==> src/rtl/kvc_pkg.sv <==
// Shared types and constants for the FIFO key-value cache.
// Holds the request/response payload structs, the sequencer states and the match status.
// No dependencies.
package kvc_pkg;

    localparam int DEPTH      = 16;
    localparam int KEY_BITS   = 64;
    localparam int VALUE_BITS = 64;

    localparam int SLOT_BITS  = (DEPTH > 1) ? $clog2(DEPTH) : 1;
    localparam int COUNT_BITS = $clog2(DEPTH + 1);
    localparam int SUM_BITS   = SLOT_BITS + 1;
    localparam int CAP_BITS   = 5;
    localparam int CMP_BITS   = (COUNT_BITS > CAP_BITS) ? COUNT_BITS : CAP_BITS;

    localparam int APB_ADDR_BITS = 3;
    localparam int APB_DATA_BITS = 32;
    localparam int APB_IDX_BITS  = APB_ADDR_BITS - 2;

    localparam logic [APB_IDX_BITS-1:0] REG_CAPACITY = '0;
    localparam logic [CAP_BITS-1:0]     CAP_RESET    = CAP_BITS'(16);

    typedef enum logic {
        CMD_PUT = 1'b0,
        CMD_GET = 1'b1
    } kvc_cmd_t;

    typedef struct packed {
        logic                  cmd;
        logic [KEY_BITS-1:0]   lookup_key;
        logic [VALUE_BITS-1:0] write_value;
    } kvc_req_t;

    typedef struct packed {
        logic                  hit;
        logic [VALUE_BITS-1:0] read_value;
    } kvc_rsp_t;

    typedef struct packed {
        logic                 hit;
        logic [SLOT_BITS-1:0] slot;
    } kvc_match_t;

    typedef enum logic [2:0] {
        ST_IDLE,
        ST_SCAN,
        ST_LAST,
        ST_APPLY,
        ST_RESP
    } kvc_state_t;

endpackage

==> src/rtl/kvc_ram.sv <==
// Generic single-write, single-read RAM with a registered read port.
// Used for the key and value stores. No dependencies.
module kvc_ram #(
    parameter int WIDTH = 64,
    parameter int DEPTH = 16
) (
    input  logic                                    clk,
    input  logic                                    we,
    input  logic [((DEPTH > 1) ? $clog2(DEPTH) : 1)-1:0] waddr,
    input  logic [WIDTH-1:0]                        wdata,
    input  logic [((DEPTH > 1) ? $clog2(DEPTH) : 1)-1:0] raddr,
    output logic [WIDTH-1:0]                        rdata
);

    logic [WIDTH-1:0] mem [DEPTH];

    always_ff @(posedge clk)
    begin
        if (we)
        begin
            mem[waddr] <= wdata;
        end
        rdata <= mem[raddr];
    end

endmodule

==> src/rtl/kvc_match.sv <==
// Shared key comparator: checks one stored key per cycle against the request key.
// Records the first valid matching slot. Depends on kvc_pkg.
module kvc_match (
    input  logic                                  clk,
    input  logic                                  rst_n,
    input  logic                                  clear,
    input  logic                                  en,
    input  logic [kvc_pkg::SLOT_BITS-1:0]         idx,
    input  logic [kvc_pkg::KEY_BITS-1:0]          key,
    input  logic [kvc_pkg::KEY_BITS-1:0]          stored_key,
    input  logic [kvc_pkg::DEPTH-1:0]             valid,
    output kvc_pkg::kvc_match_t                   match
);

    import kvc_pkg::*;

    logic                 en_reg;
    logic [SLOT_BITS-1:0] idx_reg;
    kvc_match_t           match_reg;
    kvc_match_t           match_next;
    logic                 equal;

    assign equal = en_reg && valid[idx_reg] && (stored_key == key);

    always_comb
    begin
        match_next = match_reg;
        if (clear)
        begin
            match_next.hit  = 1'b0;
            match_next.slot = '0;
        end
        else if (equal && !match_reg.hit)
        begin
            match_next.hit  = 1'b1;
            match_next.slot = idx_reg;
        end
    end

    always_ff @(posedge clk or negedge rst_n)
    begin
        if (!rst_n)
        begin
            en_reg    <= 1'b0;
            idx_reg   <= '0;
            match_reg <= '0;
        end
        else
        begin
            en_reg    <= en;
            idx_reg   <= idx;
            match_reg <= match_next;
        end
    end

    assign match = match_reg;

endmodule

==> src/rtl/fifo_key_value_cache.sv <==
// Top level of the FIFO key-value cache: sequencer, ring bookkeeping, APB register.
// Depends on kvc_pkg, kvc_ram and kvc_match.
//
// Fully associative store of up to DEPTH key/value pairs with first-in-first-out
// replacement, limited at run time by the capacity register (APB byte address 0).
// For each request one comparator walks the key memory one slot per cycle; then the
// LAST state finishes the last compare, the APPLY state updates the stores and the
// RESP state loads the response register, holding while an earlier response is
// still stalled. Requests are taken one at a time; the response register lets a new
// request in while the previous response still waits. A get does not change age;
// a put to a stored key rewrites its value in place. Write the capacity only while idle.
module fifo_key_value_cache (
    input  logic                                  clk,
    input  logic                                  rst_n,
    input  logic                                  req_valid,
    output logic                                  req_stall,
    input  kvc_pkg::kvc_req_t                     req,
    output logic                                  rsp_valid,
    input  logic                                  rsp_stall,
    output kvc_pkg::kvc_rsp_t                     rsp,
    input  logic                                  psel,
    input  logic                                  penable,
    input  logic                                  pwrite,
    input  logic [kvc_pkg::APB_ADDR_BITS-1:0]     paddr,
    input  logic [kvc_pkg::APB_DATA_BITS-1:0]     pwdata,
    output logic [kvc_pkg::APB_DATA_BITS-1:0]     prdata,
    output logic                                  pready
);

    import kvc_pkg::*;

    kvc_state_t            state_reg, state_next;
    kvc_req_t              req_reg, req_next;
    logic [SLOT_BITS-1:0]  scan_idx_reg, scan_idx_next;
    logic [DEPTH-1:0]      valid_reg, valid_next;
    logic [SLOT_BITS-1:0]  oldest_reg, oldest_next;
    logic [COUNT_BITS-1:0] count_reg, count_next;
    logic [CAP_BITS-1:0]   cap_reg, cap_next;
    kvc_rsp_t              rsp_reg, rsp_next;
    logic                  rsp_valid_reg, rsp_valid_next;

    logic                  match_clear;
    logic                  match_en;
    kvc_match_t            match;
    logic [KEY_BITS-1:0]   key_rdata;
    logic [VALUE_BITS-1:0] val_rdata;
    logic                  key_we;
    logic                  val_we;
    logic [SLOT_BITS-1:0]  ins_slot;
    logic [SLOT_BITS-1:0]  val_waddr;
    logic                  cfg_write;

    function automatic logic [SLOT_BITS-1:0] slot_inc(input logic [SLOT_BITS-1:0] s);
        logic [SLOT_BITS-1:0] r;
        if (s == SLOT_BITS'(DEPTH - 1))
        begin
            r = '0;
        end
        else
        begin
            r = s + 1'b1;
        end
        return r;
    endfunction

    kvc_ram #(
        .WIDTH (KEY_BITS),
        .DEPTH (DEPTH)
    ) u_key_ram (
        .clk   (clk),
        .we    (key_we),
        .waddr (ins_slot),
        .wdata (req_reg.lookup_key),
        .raddr (scan_idx_reg),
        .rdata (key_rdata)
    );

    kvc_ram #(
        .WIDTH (VALUE_BITS),
        .DEPTH (DEPTH)
    ) u_val_ram (
        .clk   (clk),
        .we    (val_we),
        .waddr (val_waddr),
        .wdata (req_reg.write_value),
        .raddr (match.slot),
        .rdata (val_rdata)
    );

    kvc_match u_match (
        .clk        (clk),
        .rst_n      (rst_n),
        .clear      (match_clear),
        .en         (match_en),
        .idx        (scan_idx_reg),
        .key        (req_reg.lookup_key),
        .stored_key (key_rdata),
        .valid      (valid_reg),
        .match      (match)
    );

    assign req_stall = (state_reg != ST_IDLE);
    assign rsp_valid = rsp_valid_reg;
    assign rsp       = rsp_reg;
    assign pready    = 1'b1;
    assign cfg_write = psel && penable && pwrite
                       && (paddr[APB_ADDR_BITS-1:2] == REG_CAPACITY);
    assign prdata    = (paddr[APB_ADDR_BITS-1:2] == REG_CAPACITY)
                       ? APB_DATA_BITS'(cap_reg) : '0;
    assign cap_next  = cfg_write ? pwdata[CAP_BITS-1:0] : cap_reg;
    assign match_en  = (state_reg == ST_SCAN);
    assign val_waddr = match.hit ? match.slot : ins_slot;

    always_comb
    begin
        logic [SLOT_BITS-1:0]  o1;
        logic [COUNT_BITS-1:0] c1;
        logic [COUNT_BITS-1:0] c2;
        logic [SUM_BITS-1:0]   sum;

        state_next     = state_reg;
        req_next       = req_reg;
        scan_idx_next  = scan_idx_reg;
        valid_next     = valid_reg;
        oldest_next    = oldest_reg;
        count_next     = count_reg;
        rsp_next       = rsp_reg;
        rsp_valid_next = rsp_valid_reg;
        match_clear    = 1'b0;
        key_we         = 1'b0;
        val_we         = 1'b0;

        // make room first when full, then place the new key after the newest entry
        if (count_reg >= COUNT_BITS'(DEPTH))
        begin
            o1 = slot_inc(oldest_reg);
            c1 = count_reg - 1'b1;
        end
        else
        begin
            o1 = oldest_reg;
            c1 = count_reg;
        end
        sum = SUM_BITS'(o1) + SUM_BITS'(c1);
        if (sum >= SUM_BITS'(DEPTH))
        begin
            sum = sum - SUM_BITS'(DEPTH);
        end
        ins_slot = sum[SLOT_BITS-1:0];
        c2       = c1 + 1'b1;

        if (rsp_valid_reg && !rsp_stall)
        begin
            rsp_valid_next = 1'b0;
        end

        unique case (state_reg)
            ST_IDLE:
            begin
                if (req_valid)
                begin
                    req_next      = req;
                    scan_idx_next = '0;
                    match_clear   = 1'b1;
                    state_next    = ST_SCAN;
                end
            end
            ST_SCAN:
            begin
                if (scan_idx_reg == SLOT_BITS'(DEPTH - 1))
                begin
                    state_next = ST_LAST;
                end
                else
                begin
                    scan_idx_next = scan_idx_reg + 1'b1;
                end
            end
            ST_LAST:
            begin
                state_next = ST_APPLY;
            end
            ST_APPLY:
            begin
                if (req_reg.cmd == CMD_PUT)
                begin
                    val_we = 1'b1;
                    if (!match.hit)
                    begin
                        key_we = 1'b1;
                        if (count_reg >= COUNT_BITS'(DEPTH))
                        begin
                            valid_next[oldest_reg] = 1'b0;
                        end
                        valid_next[ins_slot] = 1'b1;
                        oldest_next          = o1;
                        count_next           = c2;
                        // drop the oldest entry when over capacity
                        if (CMP_BITS'(c2) > CMP_BITS'(cap_reg))
                        begin
                            valid_next[o1] = 1'b0;
                            oldest_next    = slot_inc(o1);
                            count_next     = c1;
                        end
                    end
                end
                state_next = ST_RESP;
            end
            ST_RESP:
            begin
                if (!rsp_valid_reg || !rsp_stall)
                begin
                    rsp_valid_next      = 1'b1;
                    rsp_next.hit        = match.hit;
                    rsp_next.read_value = (req_reg.cmd == CMD_GET && match.hit)
                                          ? val_rdata : '0;
                    state_next          = ST_IDLE;
                end
            end
            default:
            begin
                state_next = ST_IDLE;
            end
        endcase
    end

    always_ff @(posedge clk or negedge rst_n)
    begin
        if (!rst_n)
        begin
            state_reg     <= ST_IDLE;
            scan_idx_reg  <= '0;
            valid_reg     <= '0;
            oldest_reg    <= '0;
            count_reg     <= '0;
            cap_reg       <= CAP_RESET;
            rsp_valid_reg <= 1'b0;
        end
        else
        begin
            state_reg     <= state_next;
            scan_idx_reg  <= scan_idx_next;
            valid_reg     <= valid_next;
            oldest_reg    <= oldest_next;
            count_reg     <= count_next;
            cap_reg       <= cap_next;
            rsp_valid_reg <= rsp_valid_next;
        end
    end

    always_ff @(posedge clk)
    begin
        req_reg <= req_next;
        rsp_reg <= rsp_next;
    end

endmodule
==> config.mk <==
export PLATFORM = sky130hd
export DESIGN_NAME = fifo_key_value_cache
export DESIGN_NICKNAME = d
export VERILOG_FILES = /design/src/rtl/kvc_pkg.sv /design/src/rtl/kvc_ram.sv /design/src/rtl/kvc_match.sv /design/src/rtl/fifo_key_value_cache.sv
export SDC_FILE = /design/constraint.sdc
export NUM_CORES = 2
export LEC_CHECK = 0
export BUFFER_PORTS_ARGS = -buffer_cell sky130_fd_sc_hd__buf_2
export CAP_MARGIN = 5
export CORE_ASPECT_RATIO = 0.75
export CORE_MARGIN = 1
export CORE_UTILIZATION = 40
export DETAILED_ROUTE_END_ITERATION = 6
export GPL_TIMING_DRIVEN = 0
export PLACE_DENSITY = 0.57
export SETUP_SLACK_MARGIN = 0.2
export SLEW_MARGIN = 20
export SYNTH_ARGS = -nofsm -noshare
export SYNTH_HDL_FRONTEND = slang
export SYNTH_SLANG_ARGS = --single-unit
export TNS_END_PERCENT = 5
==> constraint.sdc <==
create_clock -name clk -period 22.8 [get_ports clk]
set_clock_uncertainty 0.1 [all_clocks]
set_input_delay 2.28 -clock clk [delete_from_list [all_inputs] [get_ports clk]]
set_output_delay 2.28 -clock clk [all_outputs]
set_load 0.02 [all_outputs]
# Yosys cells after proc, flatten, opt, wreduce, memory -nomap -nowiden
# Memories as Yosys holds them, arrays and structs flattened. A register that Yosys moved wholly into a read port is not among the register bits.
# Index checks and enable logic that the tools add are counted.
# op_classes
n_addsub	7
magnitude_cmp	10
eq_ne	12
n_mux	45
n_bitwise	8
n_reduce_logical	24
# op_table
op	count
$mux 16	5
$eq 64x64->1	1
$and 16x16->16	2
$mux 4	8
$not 16->16	2
$mux 5	5
$lt 4x5->1 const B	4
$mux 1	18
$or 16x16->16	1
$pmux 3 s5	1
$add 4x1->4 const B	3
$demux 1 s4	3
$eq 4x4->1 const B	3
$ge 4x1->1 const B	3
$logic_and 1x1->1	11
$ge 5x5->1 const B	2
$mux 3	3
$reduce_and 3->1	3
$ne 2x2->1 const B	4
$pmux 4 s2	1
$eq 3x2->1 const B	2
$add 4x5->5	1
$add 5x1->5 const B	1
$gt 5x5->1	1
12 further kinds	18
# totals
register_bits	242
mem_bits_rw	2048
output_inout_bits	100
elab_cells	124
mem_count	2
# memory_table
name	words	word_bits	read_ports	rd_ports_with_merged_regs	wr	line_no	source
u_key_ram.mem	16	64	1	1	1	kvc_ram.sv:15	logic [WIDTH-1:0] mem [DEPTH];
u_val_ram.mem	16	64	1	1	1	kvc_ram.sv:15	

# Longest topological paths before layout
# logic_depth
depth_word	13
mapped_depth	15

# Cells and area by module
# From an unflattened synthesis, not the netlist that was laid out.
# unflattened
hier_cells	4062
hier_area_um2	89802.4
# modules_own_cells
mod	instances	cells_per_inst	area_per_inst_um2	seq_area_each_um2
kvc_ram	2	1647	39581.7	32030.7
fifo_key_value_cache	1	629	9346.5	6777.8
kvc_match	1	139	1292.5	250.2

# Worst setup path after synthesis
# No wires, ideal clock.
# synth_path
path_type	reg2reg
start	register count_reg[4]
end	memory u_key_ram.mem[10][0], enable pin
arrival_ns	6.968
required_ns	22.135
slack_ns	15.167
stages_incl_launch_ff	11
path_buffers	3
synth_period_minus_slack_ns	7.633
cell_sequence	dfrtp_1 -> buf_4 -> clkbuf_1 -> mux2i_1 -> inv_1 -> ha_1 -> ha_1 -> nor3_1 -> xnor2_1 -> buf_2 -> nor3_1
# synth_via
elab_chain_len	5
# synth_rtl
element	line_no	source
from (decl)	fifo_key_value_cache.sv:37	logic [COUNT_BITS-1:0] count_reg, count_next;
from (signal assigned)	fifo_key_value_cache.sv:245	count_reg <= count_next;
$sub 5x1->5 or $ge 5x5->1 (tied branches)	fifo_key_value_cache.sv:137, fifo_key_value_cache.sv:134	
$mux 5 or $mux 4 (tied branches)	fifo_key_value_cache.sv:134	if (count_reg >= COUNT_BITS'(DEPTH))
$add 4x5->5 (*)	fifo_key_value_cache.sv:144	sum = SUM_BITS'(o1) + SUM_BITS'(c1);
$ge 5x5->1 or $sub 4x1->4 (tied branches)	fifo_key_value_cache.sv:145, fifo_key_value_cache.sv:147	
$mux 4 (*)	fifo_key_value_cache.sv:145	if (sum >= SUM_BITS'(DEPTH))
to (decl)	kvc_ram.sv:15	
# Mark *: on every way between the ends. The rest lies on a longest branch, timed or not.

# Worst setup path in the final report
# layout_path
start	register count_reg[4]
end	memory u_val_ram.mem[8][4], enable pin
# layout_via
elab_chain_len	6
# layout_rtl
element	line_no	source
$sub 5x1->5 or $ge 5x5->1 (tied branches)	fifo_key_value_cache.sv:137, fifo_key_value_cache.sv:134	
$mux 5 or $mux 4 (tied branches)	fifo_key_value_cache.sv:134	
$add 4x5->5 (*)	fifo_key_value_cache.sv:144	
$ge 5x5->1 or $sub 4x1->4 (tied branches)	fifo_key_value_cache.sv:145, fifo_key_value_cache.sv:147	
$mux 4 (*)	fifo_key_value_cache.sv:145	
$mux 4 (*)	fifo_key_value_cache.sv:112	assign val_waddr = match.hit ? match.slot : ins_slot;
to (decl)	kvc_ram.sv:15	
# Marks and branches as above.

==> results.toml <==
[cts]
cts_tree = "done"
cts-root-buf = "clkbuf_16"
cts-buffers-inserted = 231
ctsHoldBuffers = 0
numClockSinks = 2418
clk_path_buf_depth = 4
worstSkewPairLatency_ns = 0.89
cts-resized-gates = 0
clk_pin_slew_worst_paths_ns = 0.07
htree_levels = 4
post_cts_buffers = 0

[die]
initial_core_util_pct = 40.3
die_h_um = 413
dieArea_mm2 = 0.227
die_x_um = 550
ios = 271
rows = 150
core_area_mm2 = 0.223

[yosys]
seq_area_frac_synth_pct = 79.0
synth_top_cell_by_area = "edfxtp_1"
ys.flop_type = "edfxtp_1"
synth-simple-area-share_pct = 1.68
synthAdderAreaFrac_pct = 0.264
syn_inst = 3789
synth_warnings = 0
async_flop_share_pct = 1.99
ys_ff_latch = 2418
synth_edf_count = 2242
synth_top_family_by_area = "multiplexers"
syn_area_per_cell_um2 = 23.7
synth.area.mux_share_pct = 16.3
synth_area_leaders = "edfxtp_1, mux4_2, dfxtp_1, dfrtp_1, clkbuf_1"
synth_cell_types = 72
synth_area_mm2 = 0.0900
synthXorXnorAreaFrac_pct = 0.670
synth-compound-area-share_pct = 0.893
synth_top_area_share_pct = 74.8

[routing]
dr_total_vias = 42433
drtIter0Drc = 5102
drt_wl_total_mm = 226
drc_errors = 0
drtPass1Iterations = 5
routed_via_density = 5.53
wl_per_cell_um = 29.5
ant_nets = 0

[cells_and_area]
syn2layout_area_growth_pct = 18.4
drive_above_1_share_pct = 34.1
fin_util_pct = 47.7
final_nets = 4706
final_area_mm2 = 0.106

[grt]
grt.busiest_layer = "met2"
grt_max_degree = 49
met3_usage_pct = 2.81
use_met1_pct = 29.8
grt_pass1_wl_mm = 319
grt_overflow = 0
grt_pass1_vias = 42343
grt_usage_pct = 19.9
gr-usage-met2_pct = 31.1
antenna_found_initial = 8

[setup_path]
critPathKind = "flip-flop to flip-flop"
arrival_ns = 5.96
cp-end-kind = "flip-flop"
startpoint_type = "flip-flop"
worstPathRequired_ns = 23.24
path_max_fanout = 13

[timing]
rsz0062_at_grt = "false"
slew_headroom_pct = 24.5
slew_viol_final = 0
period_share_pct = 24.2
setup_viol = 0
fmax_mhz = 181
tightest_slew_ns = 1.13
fin_crit_ns = 5.51
setup_tns_ns = 0
hold_viol = 0

[run]
cap_violations = 0

[power]
power_density_mw_per_mm2 = 98.6
total_power_mw = 10.5
ir_drop_uv = 68.1
p_leak_nw = 34.3

[place]
port_buffers = 213
dpl_cell_area_mm2 = 0.0990
dp_hpwl_mm = 151
gp_congestion = 0.781

[outcome]
status = "finished, final reports clean"

[worst_hold_path]
hp-class = "flip-flop to flip-flop"
synthesized netlist by cell type (all sizes together), types with 16 or more instances:
master	number
nor2	23
clkbuf	120
xor2	33
dfrtp	47
nand4	16
mux4	643
buf	91
a21oi	27
nor3	31
ha	19
inv	30
xnor2	35
dfxtp	128
and3	67
o21ai	27
nor2b	19
edfxtp	2242
nand2	57
placed cells by master (no fill, tap or decap), drive strengths merged, types with 33 or more instances in the layout:
master / instances
inv: 37
xor2: 33
xnor2: 35
mux4: 643
buf: 559
dfxtp: 128
clkbuf: 427
edfxtp: 2242
clkinv: 76
nand2: 57
and3: 67
dfrtp: 47
stage by stage:
| step | worst slack (ns) | hold WS, ns | instances |
|---|---|---|---|
| 6_report | 17.29 | 0.299 | 7669 |
| 5_1_grt | 17.02 | 0.322 | 7668 |
| 4_1_cts | 17.28 | 0.302 | 7667 |
| 3_5_place_dp | 17.32 | 0.277 | 7247 |
| 3_3_place_gp | 7.56 | 0.271 | 6992 |
| 2_1_floorplan | 15.17 | 0.252 | 3815 |
routing by layer:
metal  routed length, µm  vias up  share of wire [%]
li1                    -    17501                  -
met1              101000    23015                 45
met2              106000     1653                 47
met3               14600      264                6.5
met4                4500        0                2.0
met5                   0        -                  0
cell type report:
cell class,count,area (µm²)
Clock inverter,113,1100
Tap cell,2964,3710
Fill cell,17995,117000
Inverter,30,118
Antenna cell,2,5.00
Clock buffer,307,6370
Timing Repair Buffer,468,4930
Sequential cell,2418,71100
Multi-Input combinational cell,1156,18200
Buffer,211,1010
worst paths after layout:
check                                start                   to  slack [ns]  cells after the start
setup / recovery              count_reg[4]  u_val_ram.mem[8][4]       17.29                     14
setup reg to reg              count_reg[4]  u_val_ram.mem[8][4]       17.29                     14
min in group asynchronous            rst_n           cap_reg[2]        1.38                      1
hold / removal             scan_idx_reg[2]   u_match.idx_reg[2]        0.30                      0
hold reg to reg            scan_idx_reg[2]   u_match.idx_reg[2]        0.30                      0
max in group asynchronous            rst_n        valid_reg[12]       20.69                      1
where the power goes:
part	total [mW]	internal, mW	switching, mW
combinational	1.47	0.688	0.787
sequential	5.23	5.05	0.173
clock	3.80	2.16	1.64
cells by family (layout without fill, tap and decap cells):
group                    count (synthesis)  count (layout)
other                                    2              30
multiplexers                           658             658
adder cells (fa/ha/maj)                 19              19
XOR/XNOR                                68              68
AO/OA/AOI/OAI                          114             114
flip-flops                            2418            2418
AND/OR/NAND/NOR                        269             269
buffers and inverters                  241            1129
worst max-delay path: stages, from the launching register on:
cell and delay, ns:
dfrtp_1 0.34, buf_4 0.17, clkbuf_1 0.44, mux2i_1 0.41, inv_1 0.20, ha_1 0.24
ha_1 0.19, nor3_1 0.47, xor2_1 0.91, o21a_1 0.21, nand2_1 0.25, a21oi_4 0.67
buf_16 0.24, buf_16 0.17, buf_8 0.16
(Power assumes the default switching activity.)
